File: config.mk
export PLATFORM = sky130hd
export DESIGN_NAME = icon_palette_texel_expander_core_flat
export DESIGN_NICKNAME = d
export VERILOG_FILES = /design/src/rtl/core/ipte_pkg.sv /design/src/rtl/core/ipte_chan_if.sv /design/src/rtl/core/ipte_palette.sv /design/src/rtl/core/ipte_parser.sv /design/src/rtl/core/icon_palette_texel_expander_core.sv /design/src/flat_wrapper.sv
export SDC_FILE = /design/constraint.sdc
export NUM_CORES = 1
export LEC_CHECK = 0
export BUFFER_PORTS_ARGS = -buffer_cell sky130_fd_sc_hd__clkbuf_2
export CAP_MARGIN = 10
export CORE_UTILIZATION = 40
export CTS_CLUSTER_DIAMETER = 120
export CTS_CLUSTER_SIZE = 16
export DETAILED_ROUTE_END_ITERATION = 12
export HOLD_SLACK_MARGIN = 0.05
export PLACE_DENSITY_LB_ADDON = 0.08
export SLEW_MARGIN = 20
export SYNTH_ARGS = -nofsm -noshare
export SYNTH_HDL_FRONTEND = slang
export SYNTH_SLANG_ARGS = --single-unit
File: constraint.sdc
create_clock -name i_clk -period 4.4 [get_ports i_clk]
set_clock_uncertainty 0.05 [all_clocks]
set_input_delay 0 -clock i_clk [delete_from_list [all_inputs] [get_ports i_clk]]
set_output_delay 0 -clock i_clk [all_outputs]
set_load 0.005 [all_outputs]
File: src/rtl/core/ipte_pkg.sv
// shared types, constants and defaults of the icon palette texel expander
// no dependencies; used by every core module and by the testbench

package ipte_pkg;

    // parameter defaults
    localparam int HEADER_BYTES_DEF = 512;
    localparam int MAX_FRAMES_DEF   = 3;
    localparam int TEX_WIDTH_DEF    = 64;

    // header layout and decode constants
    localparam logic [7:0]  MAGIC_0     = 8'h53;   // 'S'
    localparam logic [7:0]  MAGIC_1     = 8'h43;   // 'C'
    localparam logic [7:0]  FLAG_BASE   = 8'h10;
    localparam logic [9:0]  OFF_MAGIC_1 = 10'h001;
    localparam logic [9:0]  OFF_FLAG    = 10'h002;
    localparam logic [9:0]  OFF_PALETTE = 10'h060;
    localparam logic [9:0]  OFF_BITMAP  = 10'h080;
    localparam logic [9:0]  OFFSET_MAX  = 10'h3FF;
    localparam logic [15:0] COLOR_MASK  = 16'h7FFF;
    localparam logic [15:0] ALPHA_BIT   = 16'h8000;
    localparam logic [15:0] FILL_RESET  = 16'd40067;

    // parse phase
    typedef enum logic [1:0] {
        PH_IDLE   = 2'd0,
        PH_ACTIVE = 2'd1,
        PH_DONE   = 2'd2
    } t_phase;

    // input request
    typedef struct packed {
        logic [7:0]  data_byte;
        logic        first_byte;
        logic [15:0] buffer_length;
    } t_in;

    // result request
    typedef struct packed {
        logic [15:0] texel_even;
        logic [15:0] texel_odd;
        logic [9:0]  texel_index;
        logic [1:0]  frame_count;
        logic        icon_ok;
        logic        end_of_icon;
    } t_out;

    // configuration request
    typedef struct packed {
        logic [15:0] transparent_fill;
    } t_cfg;

    // palette write port
    typedef struct packed {
        logic        en;
        logic [3:0]  addr;
        logic [15:0] data;
    } t_pal_wr;

    // parser result toward the output register
    typedef struct packed {
        logic has_result;
        t_out data;
    } t_res;

endpackage

File: src/rtl/core/ipte_chan_if.sv
// valid/ready channel carrying one request payload of type T
// depends on nothing; instantiated with the payload types of ipte_pkg

interface ipte_chan_if #(
    parameter type T = logic
);
    logic valid;
    logic ready;
    T     data;

    modport source (output valid, output data, input ready);
    modport sink   (input valid, input data, output ready);
endinterface

File: src/rtl/core/ipte_palette.sv
// 16-entry palette memory, one write port and two registered read ports
// depends on ipte_pkg for the write port struct

module ipte_palette (
    input  logic              i_clk,
    input  ipte_pkg::t_pal_wr i_wr,
    input  logic              i_rd_en,
    input  logic [3:0]        i_rd_addr_even,
    input  logic [3:0]        i_rd_addr_odd,
    output logic [15:0]       o_rd_even,
    output logic [15:0]       o_rd_odd
);

    logic [15:0] r_mem [16];
    logic [15:0] r_rd_even;
    logic [15:0] r_rd_odd;

    // write port
    always_ff @(posedge i_clk) begin
        if (i_wr.en) begin
            r_mem[i_wr.addr] <= i_wr.data;
        end
    end

    // read ports, forwarding a write to the same entry in the same cycle
    always_ff @(posedge i_clk) begin
        if (i_rd_en) begin
            r_rd_even <= (i_wr.en && i_wr.addr == i_rd_addr_even) ? i_wr.data
                                                                  : r_mem[i_rd_addr_even];
            r_rd_odd  <= (i_wr.en && i_wr.addr == i_rd_addr_odd) ? i_wr.data
                                                                 : r_mem[i_rd_addr_odd];
        end
    end

    assign o_rd_even = r_rd_even;
    assign o_rd_odd  = r_rd_odd;

endmodule

File: src/rtl/core/ipte_parser.sv
// header parse state, palette word assembly and texel result forming
// depends on ipte_pkg; fed by the input register and the palette reads

module ipte_parser #(
    parameter int HEADER_BYTES = ipte_pkg::HEADER_BYTES_DEF,
    parameter int MAX_FRAMES   = ipte_pkg::MAX_FRAMES_DEF,
    parameter int TEX_WIDTH    = ipte_pkg::TEX_WIDTH_DEF
) (
    input  logic              i_clk,
    input  logic              i_rst_n,
    input  logic              i_fire,
    input  ipte_pkg::t_in     i_req,
    input  logic [15:0]       i_pal_even,
    input  logic [15:0]       i_pal_odd,
    input  logic [15:0]       i_fill,
    output ipte_pkg::t_pal_wr o_pal_wr,
    output ipte_pkg::t_res    o_res
);

    ipte_pkg::t_phase r_phase, n_phase;
    logic [9:0]       r_offset, n_offset;
    logic [1:0]       r_frames, n_frames;
    logic [7:0]       r_latch, n_latch;

    logic [7:0]  w_d;
    logic        w_start_bad;
    logic        w_active;
    logic        w_flag_bad;
    logic        w_in_palette;
    logic        w_in_bitmap;
    logic [9:0]  w_adv;
    logic [9:0]  w_rel;
    logic [15:0] w_idx;
    logic [10:0] w_last;
    logic        w_is_last;
    logic [15:0] w_word;

    // shared decode
    assign w_d          = i_req.data_byte;
    assign w_start_bad  = (i_req.buffer_length < 16'(HEADER_BYTES)) || (w_d != ipte_pkg::MAGIC_0);
    assign w_active     = (r_phase == ipte_pkg::PH_ACTIVE);
    assign w_flag_bad   = (w_d < ipte_pkg::FLAG_BASE + 8'd1)
                       || (w_d > ipte_pkg::FLAG_BASE + 8'(MAX_FRAMES));
    assign w_in_palette = (r_offset >= ipte_pkg::OFF_PALETTE) && (r_offset < ipte_pkg::OFF_BITMAP);
    assign w_in_bitmap  = (r_offset >= ipte_pkg::OFF_BITMAP);
    assign w_adv        = (r_offset != ipte_pkg::OFFSET_MAX) ? r_offset + 10'd1 : r_offset;

    // bitmap placement: frame tiles of 16x16 laid left to right
    assign w_rel     = r_offset - ipte_pkg::OFF_BITMAP;
    assign w_idx     = 16'(w_rel[6:3]) * 16'(TEX_WIDTH) + 16'({w_rel[9:7], 4'b0000})
                     + 16'({w_rel[2:0], 1'b0});
    assign w_last    = 11'(ipte_pkg::OFF_BITMAP) + {2'b00, r_frames, 7'b0000000} - 11'd1;
    assign w_is_last = ({1'b0, r_offset} >= w_last);

    // palette word, zero maps to the transparent fill
    assign w_word = {w_d, r_latch};

    // next state
    always_comb begin
        n_phase  = r_phase;
        n_offset = r_offset;
        n_frames = r_frames;
        n_latch  = r_latch;
        if (i_req.first_byte) begin
            n_frames = 2'd0;
            if (w_start_bad) begin
                n_phase  = ipte_pkg::PH_DONE;
                n_offset = 10'd0;
            end else begin
                n_phase  = ipte_pkg::PH_ACTIVE;
                n_offset = 10'd1;
            end
        end else if (w_active) begin
            unique if (r_offset == ipte_pkg::OFF_MAGIC_1) begin
                if (w_d != ipte_pkg::MAGIC_1) begin
                    n_phase  = ipte_pkg::PH_DONE;
                    n_frames = 2'd0;
                end else begin
                    n_offset = w_adv;
                end
            end else if (r_offset == ipte_pkg::OFF_FLAG) begin
                if (w_flag_bad) begin
                    n_phase  = ipte_pkg::PH_DONE;
                    n_frames = 2'd0;
                end else begin
                    n_frames = 2'(w_d - ipte_pkg::FLAG_BASE);
                    n_offset = w_adv;
                end
            end else if (w_in_palette) begin
                if (!r_offset[0]) begin
                    n_latch = w_d;
                end
                n_offset = w_adv;
            end else if (w_in_bitmap) begin
                if (w_is_last) begin
                    n_phase = ipte_pkg::PH_DONE;
                end else begin
                    n_offset = w_adv;
                end
            end else begin
                n_offset = w_adv;
            end
        end
    end

    // outputs: palette write and result
    always_comb begin
        o_pal_wr      = '0;
        o_res         = '0;
        o_pal_wr.addr = r_offset[4:1];
        o_pal_wr.data = (w_word == 16'd0) ? i_fill
                                          : ((w_word & ipte_pkg::COLOR_MASK) | ipte_pkg::ALPHA_BIT);
        if (i_req.first_byte) begin
            if (w_start_bad) begin
                o_res.has_result       = 1'b1;
                o_res.data.end_of_icon = 1'b1;
            end
        end else if (w_active) begin
            unique if (r_offset == ipte_pkg::OFF_MAGIC_1) begin
                if (w_d != ipte_pkg::MAGIC_1) begin
                    o_res.has_result       = 1'b1;
                    o_res.data.end_of_icon = 1'b1;
                end
            end else if (r_offset == ipte_pkg::OFF_FLAG) begin
                if (w_flag_bad) begin
                    o_res.has_result       = 1'b1;
                    o_res.data.end_of_icon = 1'b1;
                end
            end else if (w_in_palette) begin
                // write only when the byte actually moves on
                o_pal_wr.en = i_fire && r_offset[0];
            end else if (w_in_bitmap) begin
                o_res.has_result       = 1'b1;
                o_res.data.texel_even  = i_pal_even;
                o_res.data.texel_odd   = i_pal_odd;
                o_res.data.texel_index = w_idx[9:0];
                o_res.data.frame_count = r_frames;
                o_res.data.icon_ok     = 1'b1;
                o_res.data.end_of_icon = w_is_last;
            end else begin
                o_res.has_result = 1'b0;
            end
        end
    end

    // parse state registers
    always_ff @(posedge i_clk) begin
        if (!i_rst_n) begin
            r_phase  <= ipte_pkg::PH_IDLE;
            r_offset <= 10'd0;
            r_frames <= 2'd0;
            r_latch  <= 8'd0;
        end else if (i_fire) begin
            r_phase  <= n_phase;
            r_offset <= n_offset;
            r_frames <= n_frames;
            r_latch  <= n_latch;
        end
    end

    // a reject carries no frames and always closes the buffer
    a_reject_closes: assert property (@(posedge i_clk) disable iff (!i_rst_n)
        i_fire && o_res.has_result && !o_res.data.icon_ok
        |-> o_res.data.end_of_icon && o_res.data.frame_count == 2'd0)
        else $error("reject result malformed");

    // texel results only come with a nonzero frame count
    a_texel_frames: assert property (@(posedge i_clk) disable iff (!i_rst_n)
        i_fire && o_res.has_result && o_res.data.icon_ok |-> o_res.data.frame_count != 2'd0)
        else $error("texel result without frames");

    // palette writes and results never share a byte
    a_wr_no_result: assert property (@(posedge i_clk) disable iff (!i_rst_n)
        i_fire && o_pal_wr.en |-> !o_res.has_result)
        else $error("palette write with result");

    // the last result of a buffer leaves the parse finished
    a_end_done: assert property (@(posedge i_clk) disable iff (!i_rst_n)
        i_fire && o_res.has_result && o_res.data.end_of_icon |=> r_phase == ipte_pkg::PH_DONE)
        else $error("parse still active after end of icon");

endmodule

File: src/rtl/core/icon_palette_texel_expander_core.sv
// top level of the icon palette texel expander: input register, parser,
// palette memory, result register and the transparent fill register
// depends on ipte_pkg, ipte_chan_if, ipte_palette and ipte_parser
//
// Usage:
//   i_in carries one header byte per request with first_byte marking
//   offset zero of a buffer and buffer_length checked on that byte.
//   o_out carries zero or one result per byte: a texel pair with its
//   texture index, or a reject, end_of_icon marking the last of a buffer.
//   i_cfg writes the transparent fill register; it is always ready.
//   Throughput: one byte per cycle while o_out is taken. A byte is held
//   in the input register while its palette entries are read, then the
//   parser fills the result register once that register is free or
//   draining, and the result is then valid on o_out. The palette read is
//   registered alongside the input register.
//   When the receiver stalls, the pending result holds in the result
//   register and one further byte is taken into the input register;
//   i_in.ready then drops until the result is taken.
//   Reset clears the parse state, both valid flags and sets the fill to
//   40067; the palette holds garbage until a header writes it.

module icon_palette_texel_expander_core #(
    parameter int HEADER_BYTES = ipte_pkg::HEADER_BYTES_DEF,
    parameter int MAX_FRAMES   = ipte_pkg::MAX_FRAMES_DEF,
    parameter int TEX_WIDTH    = ipte_pkg::TEX_WIDTH_DEF
) (
    input  logic         i_clk,
    input  logic         i_rst_n,
    ipte_chan_if.sink    i_in,
    ipte_chan_if.source  o_out,
    ipte_chan_if.sink    i_cfg
);

    logic              r_in_valid;
    ipte_pkg::t_in     r_in;
    logic              r_out_valid;
    ipte_pkg::t_out    r_out;
    logic [15:0]       r_fill;

    logic              w_accept;
    logic              w_fire;
    ipte_pkg::t_in     w_req;
    logic [15:0]       w_pal_even;
    logic [15:0]       w_pal_odd;
    ipte_pkg::t_pal_wr w_pal_wr;
    ipte_pkg::t_res    w_res;

    // handshake: the stage advances when the result register is free or draining
    assign w_fire      = r_in_valid && (!r_out_valid || o_out.ready);
    assign i_in.ready  = !r_in_valid || w_fire;
    assign w_accept    = i_in.valid && i_in.ready;
    assign w_req       = i_in.data;
    assign i_cfg.ready = 1'b1;

    // input register
    always_ff @(posedge i_clk) begin
        if (!i_rst_n) begin
            r_in_valid <= 1'b0;
        end else if (w_accept) begin
            r_in_valid <= 1'b1;
        end else if (w_fire) begin
            r_in_valid <= 1'b0;
        end
    end

    always_ff @(posedge i_clk) begin
        if (w_accept) begin
            r_in <= w_req;
        end
    end

    // transparent fill register
    always_ff @(posedge i_clk) begin
        if (!i_rst_n) begin
            r_fill <= ipte_pkg::FILL_RESET;
        end else if (i_cfg.valid) begin
            r_fill <= i_cfg.data.transparent_fill;
        end
    end

    // palette lookup for both nibbles of the incoming byte
    ipte_palette u_palette (
        .i_clk          (i_clk),
        .i_wr           (w_pal_wr),
        .i_rd_en        (w_accept),
        .i_rd_addr_even (w_req.data_byte[3:0]),
        .i_rd_addr_odd  (w_req.data_byte[7:4]),
        .o_rd_even      (w_pal_even),
        .o_rd_odd       (w_pal_odd)
    );

    // header parse and texel forming
    ipte_parser #(
        .HEADER_BYTES (HEADER_BYTES),
        .MAX_FRAMES   (MAX_FRAMES),
        .TEX_WIDTH    (TEX_WIDTH)
    ) u_parser (
        .i_clk      (i_clk),
        .i_rst_n    (i_rst_n),
        .i_fire     (w_fire),
        .i_req      (r_in),
        .i_pal_even (w_pal_even),
        .i_pal_odd  (w_pal_odd),
        .i_fill     (r_fill),
        .o_pal_wr   (w_pal_wr),
        .o_res      (w_res)
    );

    // result register
    always_ff @(posedge i_clk) begin
        if (!i_rst_n) begin
            r_out_valid <= 1'b0;
        end else if (w_fire && w_res.has_result) begin
            r_out_valid <= 1'b1;
        end else if (o_out.ready) begin
            r_out_valid <= 1'b0;
        end
    end

    always_ff @(posedge i_clk) begin
        if (w_fire && w_res.has_result) begin
            r_out <= w_res.data;
        end
    end

    assign o_out.valid = r_out_valid;
    assign o_out.data  = r_out;

    // a byte only moves on when its result has somewhere to go
    a_fire_room: assert property (@(posedge i_clk) disable iff (!i_rst_n)
        w_fire |-> !r_out_valid || o_out.ready)
        else $error("stage advanced into a full result register");

    // an accepted byte is held until it is processed
    a_in_held: assert property (@(posedge i_clk) disable iff (!i_rst_n)
        w_accept |=> r_in_valid)
        else $error("accepted byte lost");

    // a stalled result is not overwritten
    a_out_kept: assert property (@(posedge i_clk) disable iff (!i_rst_n)
        r_out_valid && !o_out.ready |=> r_out_valid && $stable(r_out))
        else $error("pending result overwritten");

endmodule

File: src/flat_wrapper.sv
// flat-port wrapper written by rule: the top's interface ports become plain ports
module icon_palette_texel_expander_core_flat 
#(
    parameter int HEADER_BYTES = ipte_pkg::HEADER_BYTES_DEF,
    parameter int MAX_FRAMES   = ipte_pkg::MAX_FRAMES_DEF,
    parameter int TEX_WIDTH    = ipte_pkg::TEX_WIDTH_DEF
)
  (i_clk, i_rst_n, i_in_valid, i_in_data, i_in_ready, o_out_valid, o_out_data, o_out_ready, i_cfg_valid, i_cfg_data, i_cfg_ready);
  ipte_chan_if #(.T(ipte_pkg::t_in)) i_in_i ();
  ipte_chan_if #(.T(ipte_pkg::t_out)) o_out_i ();
  ipte_chan_if #(.T(ipte_pkg::t_cfg)) i_cfg_i ();
  input  logic i_clk;
  input  logic i_rst_n;
  input wire logic [$bits(i_in_i.valid)-1:0] i_in_valid;
  input wire logic [$bits(i_in_i.data)-1:0] i_in_data;
  output wire logic [$bits(i_in_i.ready)-1:0] i_in_ready;
  output wire logic [$bits(o_out_i.valid)-1:0] o_out_valid;
  output wire logic [$bits(o_out_i.data)-1:0] o_out_data;
  input wire logic [$bits(o_out_i.ready)-1:0] o_out_ready;
  input wire logic [$bits(i_cfg_i.valid)-1:0] i_cfg_valid;
  input wire logic [$bits(i_cfg_i.data)-1:0] i_cfg_data;
  output wire logic [$bits(i_cfg_i.ready)-1:0] i_cfg_ready;
  assign i_in_i.valid = i_in_valid;
  assign i_in_i.data = i_in_data;
  assign i_in_ready = i_in_i.ready;
  assign o_out_valid = o_out_i.valid;
  assign o_out_data = o_out_i.data;
  assign o_out_i.ready = o_out_ready;
  assign i_cfg_i.valid = i_cfg_valid;
  assign i_cfg_i.data = i_cfg_data;
  assign i_cfg_ready = i_cfg_i.ready;
  icon_palette_texel_expander_core #(.HEADER_BYTES(HEADER_BYTES), .MAX_FRAMES(MAX_FRAMES), .TEX_WIDTH(TEX_WIDTH)) u_core (.i_clk(i_clk), .i_rst_n(i_rst_n), .i_in(i_in_i), .o_out(o_out_i), .i_cfg(i_cfg_i));
endmodule
### Word level (Yosys, flattened, before mapping)

Memories as Yosys holds them, arrays and structs flattened. A register that Yosys moved wholly into a read port is not among the register bits.
Index checks and enable logic that the tools add are counted.

* bits in registers: 111
* bits in writable memories: 256
* bits of input ports: 46
* output and inout port bits: 49
* logic and storage cells: 127
* memories kept: 1

* $add $sub $neg: 7
* $lt $le $gt $ge: 7
* equal/unequal tests: 12
* multiplexer cells: 54
* bitwise operators: 6
* reductions and logical operators: 24

Memory list
* u_core.u_palette.r_mem: depth 16, width 16, rd ports 2, clocked after memory_dff 2, write ports 1, line ipte_palette.sv:14 `logic [15:0] r_mem [16];`

Operators with widths (number)
* $mux W10: 10
* $mux W47: 2
* $mux W45: 2
* $mux W46: 1
* $mux W2: 16
* $mux W1: 22
* $logic_not A16 Y1: 1
* $lt A16 B10 Y1 const B: 1
* $mux W16: 1
* $ne A8 B7 Y1 const B: 2
* $reduce_and A7 Y1: 2
* $ge A10 B11 Y1: 1
* $sub A10 B1 Y11 const B: 1
* $add A10 B1 Y10 const B: 1
* $add A10 B4 Y10: 1
* $add A10 B7 Y10: 1
* $add A8 B9 Y10 const A: 1
* $eq A10 B1 Y1 const B: 1
* $eq A10 B2 Y1 const B: 1
* $ge A10 B7 Y1 const B: 1
* $ge A10 B8 Y1 const B: 1
* $lt A10 B8 Y1 const B: 1
* $ne A10 B10 Y1 const B: 1
* $sub A10 B8 Y10 const B: 1
* other kinds (20): 37

### Depth between registers and ports, before layout

Gate-level depths: netlist (run 1).

* word-level depth: 11
* depth in mapped cells: 11

### By module

From an unflattened synthesis (run 1), not the netlist that was laid out.

* cells, all modules: 1033
* area total of the unflattened synthesis: 18307.6 um^2

Modules (own cells, without submodules)
* ipte_palette: times used 1, cells each 623, area each 13370.3 um^2, seq. area each 8648.3 um^2
* icon_palette_texel_expander_core: times used 1, cells each 138, area each 2845.2 um^2, seq. area each 2492.4 um^2
* ipte_parser: times used 1, cells each 272, area each 2092.0 um^2, seq. area each 440.4 um^2

### Least setup slack after synthesis (run 1)

Ideal clock, no wire load.

* path type: register to register
* start: register u_core.u_parser.r_offset[8]
* end: register u_core.r_out, in the netlist u_core.o_out.data[0], enable pin
* setup time: 447 ps
* arrival time: 3491 ps
* required time: 3903 ps
* setup slack: 412 ps
* stages on the path, launching flop included: 9
* path buffers: 0
* path through: dfxtp_1 inv_1 ha_1 or3b_2 a211oi_1 o31a_1 nand3_1 nand2b_1 nor2_1

* longest elaborated chain between the ends: 8
* elaborated cells between the ends (all ways): 13

Ends and longest elaborated chain
* start, declared: line ipte_parser.sv:21 `logic [9:0] r_offset, n_offset;`
* start signal, assigned: line ipte_parser.sv:155 `r_offset <= n_offset;`
* $ge A10 B8 Y1 (tied with other cells): line ipte_parser.sv:45 `assign w_in_bitmap = (r_offset >= ipte_pkg::OFF_BITMAP);`
* $mux W1 or $logic_and A1 B1 Y1 (tied branches): line ipte_parser.sv:132, ipte_parser.sv:44
* $mux W47: line ipte_parser.sv:129 `end else if (w_in_palette) begin`
* $mux W1: line ipte_parser.sv:124 `end else if (r_offset == ipte_pkg::OFF_FLAG) begin`
* $mux W1 *: line ipte_parser.sv:119 `unique if (r_offset == ipte_pkg::OFF_MAGIC_1) begin`
* $mux W47 *: line ipte_parser.sv:118 `end else if (w_active) begin`
* $mux W1 *: line ipte_parser.sv:113 `if (i_req.first_byte) begin`
* $logic_and A1 B1 Y1 *: line icon_palette_texel_expander_core.sv:121 `if (w_fire && w_res.has_result) begin`
* end signal, assigned: line icon_palette_texel_expander_core.sv:122 `r_out <= w_res.data;`
* end, declared: line icon_palette_texel_expander_core.sv:37 `ipte_pkg::t_out r_out;`

Every way passes the cells marked *; elsewhere a longest branch is shown, timed or not.
A chain may end at the register's enable or synchronous reset.

### Worst setup path in the final report (run 1)

* start: register u_core.u_parser.r_offset[8]
* end: memory u_core.u_palette.r_mem[10][2], enable pin

* longest elaborated chain between the ends: 9
* elaborated cells between the ends (all ways): 12

Ends and longest elaborated chain
* $ge A10 B7 Y1 or $lt A10 B8 Y1 (tied branches): line ipte_parser.sv:44 `assign w_in_palette = (r_offset >= ipte_pkg::OFF_PALETTE) && (r_offset < ipte_pkg::OFF_BITMAP);`
* $logic_and A1 B1 Y1: line ipte_parser.sv:44
* $mux W1: line ipte_parser.sv:129
* $mux W1: line ipte_parser.sv:124
* $mux W1 *: line ipte_parser.sv:119
* $mux W1 *: line ipte_parser.sv:118
* $mux W1 *: line ipte_parser.sv:113
* $mux W1 *: line ipte_palette.sv:20 `if (i_wr.en) begin`
* $mux W1 (implied by the code) *: line ipte_palette.sv:21 `r_mem[i_wr.addr] <= i_wr.data;`
* end, declared: line ipte_palette.sv:14

Marked as above.

==> reports/qor.txt, run 1 <==
status: finished clean
initial core utilization: 40.5%
Async SR Flop Fraction: 0%
slew margin rel.: 27.2%
PortBufs: 83
P_leak: 6.21 nW
DR vias/cell: 5.67
HP Class: in -> reg
Top Layer Used: met4
Final min period: 3.25 ns
Filler cells: 3672
Die Y: 211 um
CTS sink cnt: 389
fmax: 308 MHz
grt total ovfl: 0
pwr dens: 343 nW/um2
chip width: 211 um
post-CTS resize count: 0
CTS tree: built
WL met1: 20500 um
metal2 WL: 22200 um
Seq/Total Area, Yosys: 64.6%
Area growth syn-to-layout: 15.3%
synthesized flop and latch total: 389
largest net degree at the start of global routing: 49
post-route setup TNS: 0 ns
CP required: 4.62 ns
clock-pin slew on the worst setup and hold paths: 0.08 ns
DRC violations left: 0
first-pass GRT wire length: 66800 um
Crit Path Max Fanout: 10
DR WL met3: 1710 um
num ports: 95
crit share post-route: 73.9%
area share of the largest cell type after synthesis: 60.0%
top post-synthesis cells by area: edfxtp_1, mux4_2, dfxtp_1, mux2_2, and2_1
DP Wirelength: 27200 um
MaxCap Viol Count: 0
ANT cells: 0
worst skew pair latency: 0.58 ns
syn avg cell area: 18.6 um2
maximum clock path buffer count: 3
CP arrival: 3.47 ns
WL final: 45600 um
WHS: 0.0954 ns
Peak VDD IR: 207 uV
RD Place Congestion: 0.844
Util after Layout: 46.7%
CTS buffer count: 28
synthesized netlist cell count: 938
Hold Fails Final Rpt: 0
EDFF count, synth: 349
vias: 9493
initial antenna violation count: 0
Final ANT Viol Nets: 0
unrepaired setup endpoints after global routing: no
largest area contributor in the netlist: edfxtp_1
Synth cell types: 49
crit end category: flop
mapped cell area: 17500 um2
die area: 44500 um2
std cell rows: 76
CTS H-tree depth: 1
drt pass-1 iters: 5
Total GRT Usage: 21.1%
fin nets: 1136
DR WL/cell: 27.2 um
CP startpoint kind: flop
CTS root buf: clkbuf_16
vias in the first global route: 9651
core area: 43100 um2
Synth Warn #: 0
WS Path Type: reg -> reg
Max Slew Vio Count: 0
Top FF cell, synth: edfxtp_1
# setup viols final: 0
proportion of layout cells with a drive suffix above 1: 33.3%
worst slew pin tran: 1.09 ns
Starting DRT DRC Count: 754
syn_nets: 995
logic make-up after synthesis:
group | Yosys count | share of synthesized area, %
mux | 220 | 24.3
buf+inv | 73 | 1.88
flops | 389 | 64.6
other cells | 2 | 0.0430
simple gates | 186 | 5.91
xor+xnor | 11 | 0.552
compound gates | 46 | 1.91
fa+ha+maj | 11 | 0.788
timing repair:
item / CTS / global route
hold buffers: 60 / 0
setup buffers: 0 / 0
endpoints found under the hold margin: 44 / 0
synthesized netlist by cell type (all sizes together) (4+ instances only):
cell type and n:
nand2b 9, xor2 10, mux4 160, nand3 13, inv 8, nor2b 22
nor4 7, ha 11, mux2i 28, a211oi 4, nand4 8, a21oi 5
clkbuf 40, a21o 16, and2 47, edfxtp 349, dfxtp 40, nor2 28
and3 4, mux2 32, buf 25, nor3 12, or4 4, nand2 25
o21ai 5
path summary, 6_finish.rpt:
| kind | from | endpoint | slack [ns] | cells after the start |
|---|---|---|---|---|
| worst max-delay path | u_core.u_parser.r_offset[8] | u_core.u_palette.r_mem[10][2] | 1.15 | 7 |
| worst min-delay path | i_in_data[16] | u_core.r_in[16] | 0.1 | 2 |
| worst min register to register | u_core.u_palette.o_rd_odd[15] | u_core.o_out.data[29] | 0.47 | 1 |
| worst max register to register | u_core.u_parser.r_offset[8] | u_core.u_palette.r_mem[10][2] | 1.15 | 7 |
per-stage QoR:
| stage | total power, mW | setup WS [ns] | area (um2) | cells |
|---|---|---|---|---|
| final | 6.90 | 1.15 | 20100 | 1675 |
| after global routing | 7.12 | 0.978 | 20100 | 1675 |
| after CTS | 6.98 | 1.17 | 20100 | 1675 |
| after detailed placement | 4.51 | 1.21 | 18700 | 1574 |
| after global placement | 4.51 | 1.19 | 18700 | 1574 |
| after floorplan | 4.38 | 0.412 | 17500 | 938 |
power by group:
part	switching [mW]	total [mW]	internal, mW
clock network	1.22	2.43	1.20
logic	0.218	0.415	0.196
registers	0.0240	4.06	4.04
layout by cell type, fill, tap and decap left out, types with 3 or more instances in the layout:
cell           count
mux4_2           160
or4_1              3
clkbuf_2          79
nand4_1            8
nand2b_1           9
nor2_2            13
inv_1              8
a211oi_1           4
xor2_1            10
edfxtp_1         349
dfxtp_1           40
and2_1            46
a21o_1            16
mux2_2            32
nand3_1           13
nor4_1             7
nor2b_1           22
nor3_2             5
buf_12             9
dlygate4sd3_1     60
a21oi_1            5
nor3_1             7
mux2i_1           28
and3_1             4
nor2_1            14
clkbuf_1          11
nand2_1           25
clkbuf_16         29
ha_1              11
buf_4             26
o21ai_0            4
area by class of cell:
| cell class | count | area, um2 | area share [%] |
|---|---|---|---|
| clock buffer | 40 | 767 | 3.81 |
| timing repair buffer | 176 | 1380 | 6.86 |
| inverter | 8 | 30.0 | 0.149 |
| sequential | 389 | 11300 | 56.1 |
| multi-input combinational | 476 | 5910 | 29.4 |
| clock inverter | 1 | 16.3 | 0.0808 |
| tap | 585 | 732 | 3.64 |
per-layer routing:
metal	track usage [%]	vias up
met2	34.8	257
met1	29.9	5078
li1	-	4097
met4	5.57	0
met5	0	-
met3	2.36	61
registers in the layout, summed over array words and instances (netlist names):
register,flops
u_core.o_out.data,45
u_core.u_parser.r_latch,8
u_core.u_palette.r_mem,256
u_core.u_palette.o_rd_odd,16
u_core.u_parser.r_offset,10
u_core.o_out.valid,1
u_core.r_in_valid,1
u_core.r_fill,16
u_core.u_parser.r_phase,2
u_core.u_palette.o_rd_even,16
u_core.u_parser.r_frames,2
u_core.r_in,16
critical path, stage by stage (launching register included):
cell and delay [ns]:
dfxtp_1 0.38, or3_1 0.47, nor2_1 0.21, nand3_1 0.25, nor2_1 0.28, nand3_1 0.25, nor2_2 0.79, buf_12 0.25
(Power assumes the default switching activity.)
==> run 2, diff against run 1 <==
==> constraint.sdc (replaced) <==
create_clock -name i_clk -period 3.2 [get_ports i_clk]
set_clock_uncertainty 0.05 [all_clocks]
set_input_delay 0 -clock i_clk [delete_from_list [all_inputs] [get_ports i_clk]]
set_output_delay 0 -clock i_clk [all_outputs]
set_load 0.005 [all_outputs]
==> run 2 against run 1 <==
Total power is 38% higher. Sequential cell count unchanged. Largest cell class unchanged. First-iteration DRC count is 3.3% higher. Worst setup slack lost 0.79 ns. Register-to-register slack worse by 0.79 ns.
==> reports/qor.txt, run 2 (synthesized netlist as in run 1, its figures left out) <==
fmax: 352 MHz (+14%)
post-CTS resize count: 0 (unchanged)
first-pass GRT wire length: 66600 um (-0.40%)
vias in the first global route: 9644 (-0.073%)
Final ANT Viol Nets: 0 (unchanged)
PortBufs: 83 (unchanged)
worst slew pin tran: 0.864 ns (-0.225 ns)
WL final: 45700 um (+0.29%)
P_leak: 6.39 nW (+3.0%)
placed cell count: 1610 (+2.3%)
initial antenna violation count: 1 (+1)
unrepaired setup endpoints after global routing: no
DRC violations left: 0 (unchanged)
CP arrival: 3.02 ns (-0.45 ns)
std cell rows: 76 (unchanged)
number of setup buffers added after CTS: 0 (unchanged)
status: finished clean
MaxCap Viol Count: 0 (unchanged)
crit share post-route: 88.8% (+15 points)
max reg flops: 256 (unchanged)
Area growth syn-to-layout: 17.4%
Top reg by flops: u_core.u_palette.r_mem
# setup viols final: 0 (unchanged)
CP required: 3.38 ns (-1.24 ns)
pwr dens: 465 nW/um2 (+35%)
die area: 44500 um2 (unchanged)
drt pass-1 iters: 5 (unchanged)
chip width: 211 um (unchanged)
slew margin rel.: 42.4% (+15 points)
fin cells: 1705 (+1.8%)
CTS H-tree depth: 1 (unchanged)
RD Place Congestion: 0.884 (+4.7%)
Max Slew Vio Count: 0 (unchanged)
Final min period: 2.84 ns (-0.409 ns)
DR vias/cell: 5.59 (-1.4%)
HP Class: in -> reg
core area: 43100 um2 (unchanged)
proportion of layout cells with a drive suffix above 1: 35.7% (+2.4 points)
maximum clock path buffer count: 3 (unchanged)
grt total ovfl: 0 (unchanged)
post-route setup TNS: 0 ns (unchanged)
CTS sink cnt: 389 (unchanged)
Die Y: 211 um (unchanged)
most frequent cells in the layout: edfxtp_1, mux4_2, clkbuf_2
CTS root buf: clkbuf_16
Total GRT Usage: 21.0% (-0.069 points)
WS Path Type: reg -> reg
Filler cells: 3640 (-0.87%)
vias: 9525 (+0.34%)
Crit Path Max Fanout: 16 (+6)
worst skew pair latency: 0.58 ns (about the same)
num ports: 95 (unchanged)
Design Power: 9.52 mW (+38%)
fin nets: 1166 (+2.6%)
DR WL/cell: 26.8 um (-1.5%)
CTS buffer count: 28 (unchanged)
Starting DRT DRC Count: 779 (+3.3%)
DP Wirelength: 27800 um (+2.2%)
CTS tree: built
WHS: 0.0645 ns (-0.0310 ns)
initial core utilization: 40.5% (unchanged)
Reg area: 11300 um2 (unchanged)
Hold Fails Final Rpt: 0 (unchanged)
Peak VDD IR: 320 uV (+54%)
CP startpoint kind: flop
most common cell after layout, fill and taps aside: edfxtp_1
crit end category: flop
clock-pin slew on the worst setup and hold paths: 0.08 ns (about the same)
largest net degree at the start of global routing: 67 (+37%)
multi-input combinational cell area: 5930 um2 (+0.21%)
[run 2: changes by cell type in the layout (fill, tap and decap cells not counted)]
cell,delta
clkbuf_1,-1
dlygate4sd3_1,-6
buf_4,+24
nor3_4,+2
diode_2,+1
nor3_2,-2
buf_12,+12
[run 2: final timing paths]
check	start	endpoint	slack (ns)	cells past startpoint
hold reg to reg	u_core.u_palette.o_rd_odd[12]	u_core.o_out.data[26]	0.47	1
hold / removal	i_rst_n	u_core.o_out.valid	0.06	3
setup reg to reg	u_core.u_parser.r_offset[7]	u_core.u_palette.r_mem[4][9]	0.36	7
setup / recovery	u_core.u_parser.r_offset[7]	u_core.u_palette.r_mem[4][9]	0.36	7
[run 2: worst max-delay path: stages, from the launching register on]
cell     delay, ns
dfxtp_1       0.32
buf_4         0.15
or3_1         0.46
nor2_1        0.20
nand3_1       0.22
or4_1         0.61
nor2_2        0.13
buf_4         0.35
[run 2: per-layer routing]
metal	global-route usage [%]	vias to the layer above	routed length (um)
met5	0	-	0
met3	2.88	53	2290
met4	6.25	0	1250
met1	29.6	5072	20100
met2	34.3	231	22000
li1	-	4169	-
[run 2: cell type report]
class | count | area share [%]
inverters | 8 | 0.147
well taps | 585 | 3.57
flip-flops and latches | 389 | 55.0
clock buffers | 39 | 3.72
clock inverters | 1 | 0.0794
repair buffers | 206 | 8.50
multi-input cells | 476 | 28.9
diodes | 1 | 0.0122
[run 2: stage by stage]
stage                     area (um2)  setup WS [ns]  util (%)
after floorplan                17500          0.105         -
after global placement         19200          0.120      44.5
after detailed placement       19200          0.389      44.5
after CTS                      20500          0.352      47.6
after global routing           20500          0.202      47.6
final                          20500          0.358      47.6
[run 2: repair_timing]
item,4_1_cts,5_1_grt
endpoints found under the hold margin,30,0
hold buffers,54,0
endpoints found under the setup margin,0,0
[run 2: power by group]
part / switching (mW) / total (mW) / internal [mW]
clock: 1.70 / 3.35 / 1.65
combinational: 0.307 / 0.594 / 0.287
sequential: 0.0310 / 5.58 / 5.55
total: 2.04 / 9.52 / 7.48
